## src/design/srhm_ram.sv

```systemverilog
module srhm_ram #(
   parameter int WIDTH = 8,
   parameter int DEPTH = 2
) (
   input  logic                     clock,
   input  logic                     wr_en,
   input  logic [$clog2(DEPTH)-1:0] wr_addr,
   input  logic [WIDTH-1:0]         wr_data,
   input  logic                     rd_en,
   input  logic [$clog2(DEPTH)-1:0] rd_addr,
   output logic [WIDTH-1:0]         rd_data
);

   logic [WIDTH-1:0] mem [DEPTH];
   logic [WIDTH-1:0] rd_data_ff;

   always_ff @(posedge clock) begin
      if (wr_en) begin
         mem[wr_addr] <= wr_data;
      end
      if (rd_en) begin
         rd_data_ff <= mem[rd_addr];
      end
   end

   assign rd_data = rd_data_ff;

endmodule

```

## config.mk

```make
export PLATFORM = sky130hd
export DESIGN_NAME = srhm_ram
export DESIGN_NICKNAME = d
export VERILOG_FILES = /design/src/design/srhm_ram.sv
export SDC_FILE = /design/constraint.sdc
export NUM_CORES = 1
export LEC_CHECK = 0
export ABC_AREA = 1
export BUFFER_PORTS_ARGS = -buffer_cell sky130_fd_sc_hd__buf_4
export CAP_MARGIN = 20
export CORE_MARGIN = 2
export CORE_UTILIZATION = 57
export CTS_BUF_LIST = sky130_fd_sc_hd__clkbuf_8
export CTS_CLUSTER_DIAMETER = 200
export DETAILED_ROUTE_END_ITERATION = 7
export MAX_ROUTING_LAYER = met4
export PLACE_DENSITY = 0.85
export SYNTH_ARGS = -nofsm -noshare
export SYNTH_HDL_FRONTEND = slang
export SYNTH_SLANG_ARGS = --single-unit
```

## constraint.sdc

```tcl
create_clock -name clock -period 1.23 [get_ports clock]
set_input_delay 0.0615 -clock clock [delete_from_list [all_inputs] [get_ports clock]]
set_output_delay 0.0615 -clock clock [all_outputs]
set_load 0.01 [all_outputs]
```

==> flow_metrics.env, run 1 <==
export IMPL_die_x_um=42.41
export IMPL_pwr_share_comb=0.095
export IMPL_ant_nets=0
export IMPL_num_rows=13
export IMPL_grt_max_degree=13
export IMPL_setup_viol_count_final=0
export IMPL_finalNetCount=100
export IMPL_clock_fmax_ghz=1.196
export IMPL_p_leak_nw=0.4781
export IMPL_p_sw_frac=0.1921
export IMPL_slew_violations=0
export IMPL_hpwl_um=959
export IMPL_wl_per_cell_um=16.86
export IMPL_netlist_instances=54
export IMPL_ys_ff_latch=24
export IMPL_cts_max_path_buffers=2
export IMPL_syn_area_per_cell_um2=15.57
export IMPL_drt_wl_total_um=1686
export IMPL_boundaryPins=21
export IMPL_cp_slowest_cell="edfxtp_1"
export IMPL_drv_cap=0
export IMPL_ff2ff_setup_slack_ns=0.43
export IMPL_cp_num_buf_inv=1
export IMPL_cts_sinks=24
export IMPL_clk_pin_slew_worst_paths_ns=0.07
export IMPL_final_area_um2=1127
export IMPL_period_share=0.6798
export IMPL_slowest_delay_ns=0.37
export IMPL_via_per_inst=5.540
export IMPL_synth_top_area_share=0.8571
export IMPL_status="completed"
export IMPL_required_ns=1.17
export IMPL_grt_pass1_wl_um=2739
export IMPL_grt_ovfl_total=0
export IMPL_tritoncts="built"
export IMPL_timing_critical_path_to_type="output port"
export IMPL_htreeDepth=1
export IMPL_dieArea_um2=1798
export IMPL_path_cells="buf_4"
export IMPL_rsz0062_at_grt="false"
export IMPL_cts_repair_resized=0
export IMPL_powerDensity_nw_per_um2=1383
export IMPL_hp_class="primary input to flop"
export IMPL_die_h_um=42.41
export IMPL_drt_iter0_drc=16
export IMPL_clkPwrFrac=0.274
export IMPL_fin_skew_ns=0.001392
export IMPL_pwr_share_seq=0.631
export IMPL_placed_area_um2=1006
export IMPL_numCtsBuffers=3
export IMPL_syn_area_um2=840.8
export IMPL_fin_tns_setup_ns=0
export IMPL_drive_above_1_share=0.2941
export IMPL_start_util=0.6304
export IMPL_yosysTopAreaCell="edfxtp_1"
export IMPL_post_cts_buffers=0
export IMPL_p_switching_mw=0.2996
export IMPL_vias=554
export IMPL_worst_pin_slew_ns=0.3082
export IMPL_area_growth_pct=34.08
export IMPL_min_period_ns=0.8361
export IMPL_start_kind="flop"
export IMPL_ir_drop_mv=1.126
export IMPL_ys_types=6
export IMPL_insertion_delay_ns=0.25
export IMPL_ys_top_cells_by_area="edfxtp_1 (86%), nand2_1 (11%), buf_6 (1.3%)"
export IMPL_critPathMaxFanout=1
export IMPL_antenna_found_initial=0
export IMPL_ys_seq_area_frac=0.8571
export IMPL_drcViolationCount=0
export IMPL_synth_nets=67
export IMPL_firstDrtPassIters=4
export IMPL_intPower_mw=1.260
export IMPL_worstSetupPathType="flop to output port"
export IMPL_port_buffers=20
export IMPL_gp_congestion=0.6438
export IMPL_grt_use_total=0.2226
export IMPL_relSlewSlack=0.7943
export IMPL_critPathTopFamily="flip-flops"
export IMPL_cts_root_buf="clkbuf_8"
export IMPL_grt_pass1_vias=595
export IMPL_cp_arrival_ns=0.77
export IMPL_yosysWarnings=0
export IMPL_coreArea_um2=1334
export IMPL_antenna_cells=0
export IMPL_finalHoldViolations=0
[metal layers]
metal	GRT usage	vias up	part of all wire
met5	-	-	0
met4	0.1188	0	0.027
met3	0.06034	6	0.082
met2	0.3908	34	0.54
met1	0.2216	269	0.35
li1	-	245	-
[area by class of cell]
| cell class | instances | area [um2] |
|---|---|---|
| clock buffers | 3 | 41.29 |
| fillers | 68 | 206.4 |
| inverters | 3 | 11.26 |
| multi-input cells | 26 | 97.59 |
| flip-flops and latches | 24 | 720.7 |
| well taps | 15 | 18.77 |
| repair buffers | 29 | 237.7 |
[synthesized netlist by cell type (all sizes together)]
master and count:
buf 1, edfxtp 24, inv 3, nand2 25
nor2 1
[through the flow]
step | total power, mW | util | worst slack [ns] | std cells | hold WS, ns
after global placement | 1.110 | 0.7542 | 0.4944 | 89 | 0.2482
after detailed placement | 1.121 | 0.7542 | 0.4646 | 89 | 0.2491
after floorplan | 1.043 | - | 0.4086 | 54 | 0.1604
after CTS | 1.550 | 0.8452 | 0.3911 | 100 | 0.08877
after global routing | 1.612 | 0.8452 | 0.3714 | 100 | 0.08152
final | 1.559 | 0.8452 | 0.3939 | 100 | 0.08727
[flip-flops by register name, indices dropped and copies added, names as in the netlist]
register / count
mem: 16
rd_data: 8
[cell families (layout without fill, tap and decap cells)]
| kind of cell | Yosys count | after routing | synth area share |
|---|---|---|---|
| buf+inv | 4 | 35 | 0.02678 |
| simple gates | 26 | 26 | 0.1161 |
| flops | 24 | 24 | 0.8571 |
[final timing paths]
| kind | startpoint | to | cells past startpoint |
|---|---|---|---|
| hold / removal | rd_en | rd_data[6] | 1 |
| hold reg to reg | mem[0][4] | rd_data[4] | 2 |
| setup / recovery | rd_data[7] | rd_data[7] | 1 |
| setup reg to reg | mem[1][2] | rd_data[2] | 2 |
[power groups by stage]
stage          Clock (mW)  Combinational [mW]  Sequential [mW]
2_1_floorplan           0              0.0377             1.01
5_1_grt             0.464               0.160            0.987
3_3_place_gp            0               0.115            0.996
3_5_place_dp            0               0.121             1.00
6_report            0.427               0.149            0.983
4_1_cts             0.424               0.144            0.982
[placed cells by master (no fill, tap or decap)]
cell / Yosys / final
buf_4: 0 / 21
clkbuf_8: 0 / 3
dlygate4sd3_1: 0 / 8
edfxtp_1: 24 / 24
inv_1: 2 / 2
inv_2: 1 / 1
nand2_1: 25 / 25
nor2_1: 1 / 1
[repair_timing]
item,in CTS,in global routing
hold buffers,8,0
hold endpoints to repair,16,0
setup endpoints to repair,0,0
No activity file was read; power rests on OpenSTA's default activity.
==> run 2, diff against run 1 <==
CORE_UTILIZATION = 53   (was 57)
PLACE_DENSITY = 0.8   (was 0.85)
clock period = 0.85 ns   (was 1.23 ns; I/O delays follow)
==> flow_metrics.env, run 2 (synthesized netlist as in run 1, its figures left out) <==
export IMPL_wl_per_cell_um=12.54
export IMPL_port_buffers=20
export IMPL_clkPwrFrac=0.284
export IMPL_ff2ff_setup_slack_ns=0.08
export IMPL_slew_violations=0
export IMPL_cp_num_buf_inv=1
export IMPL_htreeDepth=1
export IMPL_cp_slowest_cell="edfxtp_1"
export IMPL_area_growth_pct=34.67
export IMPL_grt_pass1_wl_um=1945
export IMPL_largest_reg_flops=16
export IMPL_num_rows=14
export IMPL_dieArea_um2=1921
export IMPL_start_util=0.5647
export IMPL_finalHoldViolations=0
export IMPL_period_share=0.9576
export IMPL_fin_skew_ns=0.001605
export IMPL_timing_critical_path_to_type="output port"
export IMPL_antenna_found_initial=0
export IMPL_worstSetupPathType="flop to output port"
export IMPL_cts_sinks=24
export IMPL_hpwl_um=874.7
export IMPL_tritoncts="built"
export IMPL_grt_use_total=0.1544
export IMPL_p_switching_mw=0.4363
export IMPL_relSlewSlack=0.8039
export IMPL_die_x_um=43.83
export IMPL_ant_nets=0
export IMPL_critPathMaxFanout=1
export IMPL_grt_max_degree=14
export IMPL_numCtsBuffers=3
export IMPL_critPathTopFamily="flip-flops"
export IMPL_via_per_inst=4.686
export IMPL_drt_wl_total_um=1279
export IMPL_cts_max_path_buffers=2
export IMPL_p_leak_nw=0.4796
export IMPL_largest_register="mem"
export IMPL_setup_viol_count_final=0
export IMPL_antenna_cells=0
export IMPL_hp_class="primary input to flop"
export IMPL_fill_cells=83
export IMPL_cp_arrival_ns=0.77
export IMPL_min_period_ns=0.8140
export IMPL_firstDrtPassIters=3
export IMPL_clk_pin_slew_worst_paths_ns=0.08
export IMPL_pwr_share_comb=0.090
export IMPL_worst_pin_slew_ns=0.2938
export IMPL_intPower_mw=1.828
export IMPL_vias=478
export IMPL_cts_repair_resized=0
export IMPL_insertion_delay_ns=0.25
export IMPL_fin_tns_setup_ns=0
export IMPL_grt_ovfl_total=0
export IMPL_boundaryPins=21
export IMPL_status="completed"
export IMPL_p_sw_frac=0.1927
export IMPL_cts_root_buf="clkbuf_8"
export IMPL_drive_above_1_share=0.2907
export IMPL_pwr_share_seq=0.626
export IMPL_ir_drop_mv=1.377
export IMPL_finalNetCount=100
export IMPL_rsz0062_at_grt="false"
export IMPL_hold_ws_ns=0.05990
export IMPL_path_cells="buf_4"
export IMPL_drt_iter0_drc=3
export IMPL_required_ns=0.81
export IMPL_die_h_um=43.83
export IMPL_clock_fmax_ghz=1.229
export IMPL_gp_congestion=0.6395
export IMPL_powerDensity_nw_per_um2=1999
export IMPL_final_cell_mix="nand2_1 (25), edfxtp_1 (24), buf_4 (21)"
export IMPL_slowest_delay_ns=0.37
export IMPL_coreArea_um2=1489
export IMPL_drv_cap=0
export IMPL_drcViolationCount=0
export IMPL_grt_pass1_vias=458
export IMPL_start_kind="flop"
export IMPL_final_common_cell="nand2_1"
## run 2: final cells by class
class,instances,area (um2),share of cell area
sequential,24,720.7,0.6365
timing repair buffer,29,237.7,0.2099
multi-input combinational,26,97.59,0.08619
clock buffer,3,41.29,0.03646
tap,16,20.02,0.01768
inverter,3,11.26,0.009945
clock inverter,1,3.754,0.003315
## run 2: metrics by stage
step           cell area [um2]  power, mW  utilization  instances  setup WS (ns)
2_1_floorplan            840.8      1.510            -         54        0.04760
3_3_place_gp              1007      1.607       0.6765         90         0.1334
3_5_place_dp              1007      1.620       0.6765         90        0.09069
4_1_cts                   1132      2.274       0.7605        102        0.02468
5_1_grt                   1132      2.349       0.7605        102       0.004047
6_report                  1132      2.264       0.7605        102        0.03600
## run 2: worst paths after layout
kind              start    endpoint  cells past startpoint
max          rd_data[2]  rd_data[2]                      1
min reg2reg   mem[0][0]  rd_data[0]                      2
min               rd_en  rd_data[7]                      1
max reg2reg   mem[1][3]  rd_data[3]                      2
## run 2: what timing repair did
| item | in CTS | in global routing |
|---|---|---|
| hold endpoints to repair | 16 | 0 |
| setup buffers | 0 | 0 |
| hold buffers | 8 | 0 |
| setup endpoints to repair | 0 | 0 |
## run 2: power by group through the flow
stage / clock network, mW / registers (mW) / logic [mW]
after global placement: 0 / 1.44 / 0.167
after detailed placement: 0 / 1.45 / 0.175
after global routing: 0.705 / 1.42 / 0.220
final: 0.643 / 1.42 / 0.203
after CTS: 0.652 / 1.42 / 0.204
after floorplan: 0 / 1.46 / 0.0545
## run 2: metal layers
layer  vias to the layer above  global-route usage  routed length (um)  part of all wire
li1                        245                   -                   -                 -
met1                       219              0.1662                 511              0.40
met2                        12              0.2559                 697              0.54
met3                         2             0.03750                  51             0.040
met4                         0             0.09091                  19             0.015
met5                         -                   -                   0                 0
==> run 3, diff against run 2 <==
CELL_PAD_IN_SITES_DETAIL_PLACEMENT = 2   (was default)
CELL_PAD_IN_SITES_GLOBAL_PLACEMENT = 2   (was default)
CORE_UTILIZATION = 36   (was 53)
PLACE_DENSITY = default   (was 0.8)
PLACE_DENSITY_LB_ADDON = 0.1   (was default)
==> flow_metrics.env, run 3 (synthesized netlist as in run 1, its figures left out) <==
export IMPL_antenna_cells=0
export IMPL_dp_cells=102
export IMPL_via_per_inst=4.570
export IMPL_grt_pass1_vias=588
export IMPL_slew_violations=0
export IMPL_gp_congestion=0.6820
export IMPL_ir_drop_mv=1.318
export IMPL_largest_register="mem"
export IMPL_path_cells="buf_6"
export IMPL_grt_max_degree=14
export IMPL_status="completed"
export IMPL_final_common_cell="nand2_1"
export IMPL_clk_pin_slew_worst_paths_ns=0.08
export IMPL_htreeDepth=1
export IMPL_grt_ovfl_total=0
export IMPL_period_share=0.9731
export IMPL_drt_wl_total_um=1476
export IMPL_largest_reg_flops=16
export IMPL_cp_arrival_ns=0.78
export IMPL_cp_num_buf_inv=1
export IMPL_critPathMaxFanout=1
export IMPL_finalHoldViolations=0
export IMPL_numCtsBuffers=3
export IMPL_vias=521
export IMPL_rsz0062_at_grt="true"
export IMPL_pwr_share_comb=0.094
export IMPL_finalNetCount=100
export IMPL_drv_cap=0
export IMPL_ant_nets=0
export IMPL_timing_critical_path_to_type="output port"
export IMPL_p_sw_frac=0.2039
export IMPL_coreArea_um2=2212
export IMPL_fin_skew_ns=0.003592
export IMPL_cts_max_path_buffers=2
export IMPL_grt_use_total=0.1409
export IMPL_pwr_share_seq=0.615
export IMPL_dieArea_um2=2738
export IMPL_slowest_delay_ns=0.39
export IMPL_powerDensity_nw_per_um2=1977
export IMPL_drcViolationCount=0
export IMPL_final_cell_mix="nand2_1 (25), edfxtp_1 (24), buf_4 (15)"
export IMPL_start_util=0.3801
export IMPL_clock_fmax_ghz=1.209
export IMPL_post_cts_buffers=0
export IMPL_start_kind="flop"
export IMPL_p_leak_nw=0.4869
export IMPL_clkPwrFrac=0.291
export IMPL_cts_root_buf="clkbuf_8"
export IMPL_insertion_delay_ns=0.26
export IMPL_tritoncts="built"
export IMPL_cp_slowest_cell="edfxtp_1"
export IMPL_intPower_mw=1.841
export IMPL_min_period_ns=0.8272
export IMPL_boundaryPins=21
export IMPL_antenna_found_initial=0
export IMPL_firstDrtPassIters=2
export IMPL_hp_class="primary input to flop"
export IMPL_drt_iter0_drc=1
export IMPL_num_rows=17
export IMPL_grt_pass1_wl_um=2608
export IMPL_wl_per_cell_um=12.95
export IMPL_cts_sinks=24
export IMPL_p_switching_mw=0.4715
export IMPL_required_ns=0.81
export IMPL_area_growth_pct=39.14
export IMPL_port_buffers=20
export IMPL_relSlewSlack=0.7884
export IMPL_critPathTopFamily="flip-flops"
export IMPL_worst_pin_slew_ns=0.3170
export IMPL_setup_viol_count_final=0
export IMPL_worstSetupPathType="flop to output port"
export IMPL_hpwl_um=1013
export IMPL_stdcell_count=114
export IMPL_drive_above_1_share=0.2907
export IMPL_die_x_um=52.33
export IMPL_fin_tns_setup_ns=0
export IMPL_die_h_um=52.33
run 3: changes by cell type in the layout (fill, tap and decap cells not counted):
cell and delta:
buf_4 -6, buf_6 +6
run 3: through the flow:
stage	utilization	worst slack, ns	hold slack (ns)	instance area [um2]	power [mW]
2_1_floorplan	-	0.04760	0.1414	840.8	1.510
3_3_place_gp	0.4621	0.1182	0.2304	1022	1.618
3_5_place_dp	0.4621	0.09186	0.2315	1022	1.625
4_1_cts	0.5187	0.01063	0.05293	1147	2.315
5_1_grt	0.5288	-0.01269	0.05061	1170	2.409
6_report	0.5288	0.02283	0.05379	1170	2.313
run 3: area by class of cell:
class,instances,area [um2]
Inverter,3,11.26
Multi-Input combinational cell,26,97.59
Tap cell,28,35.03
Clock inverter,1,3.754
Clock buffer,3,41.29
Sequential cell,24,720.7
Fill cell,207,1042
Timing Repair Buffer,29,260.3
run 3: worst register-to-register path, cell delays in order (launching register included):
cell	delay (ns)
edfxtp_1	0.38
nand2_1	0.10
nand2_1	0.05
run 3: path summary, 6_finish.rpt:
check                                 from    endpoint  slack, ns  cells after the start
worst max-delay path            rd_data[3]  rd_data[3]       0.02                      1
worst min-delay path                 rd_en  rd_data[3]       0.05                      1
worst max register to register   mem[1][2]  rd_data[2]       0.09                      2
worst min register to register   mem[1][3]  rd_data[3]       0.53                      2
run 3: timing repair:
action,in CTS,in global routing
setup endpoints to repair,0,6
hold buffers,8,0
hold endpoints to repair,16,0
resized for setup,0,6
run 3: power by group through the flow:
stage | combinational, mW | clock (mW) | sequential [mW]
2_1_floorplan | 0.0545 | 0 | 1.46
3_3_place_gp | 0.175 | 0 | 1.44
3_5_place_dp | 0.179 | 0 | 1.45
4_1_cts | 0.208 | 0.688 | 1.42
5_1_grt | 0.244 | 0.735 | 1.43
6_report | 0.218 | 0.673 | 1.42
run 3: layer usage:
layer | part of all wire | vias to the layer above | wire length (um) | GRT usage
li1 | - | 245 | - | -
met1 | 0.42 | 251 | 621 | 0.1654
met2 | 0.50 | 22 | 731 | 0.2271
met3 | 0.064 | 3 | 95 | 0.03714
met4 | 0.019 | 0 | 28 | 0.06410
met5 | 0 | - | 0 | -
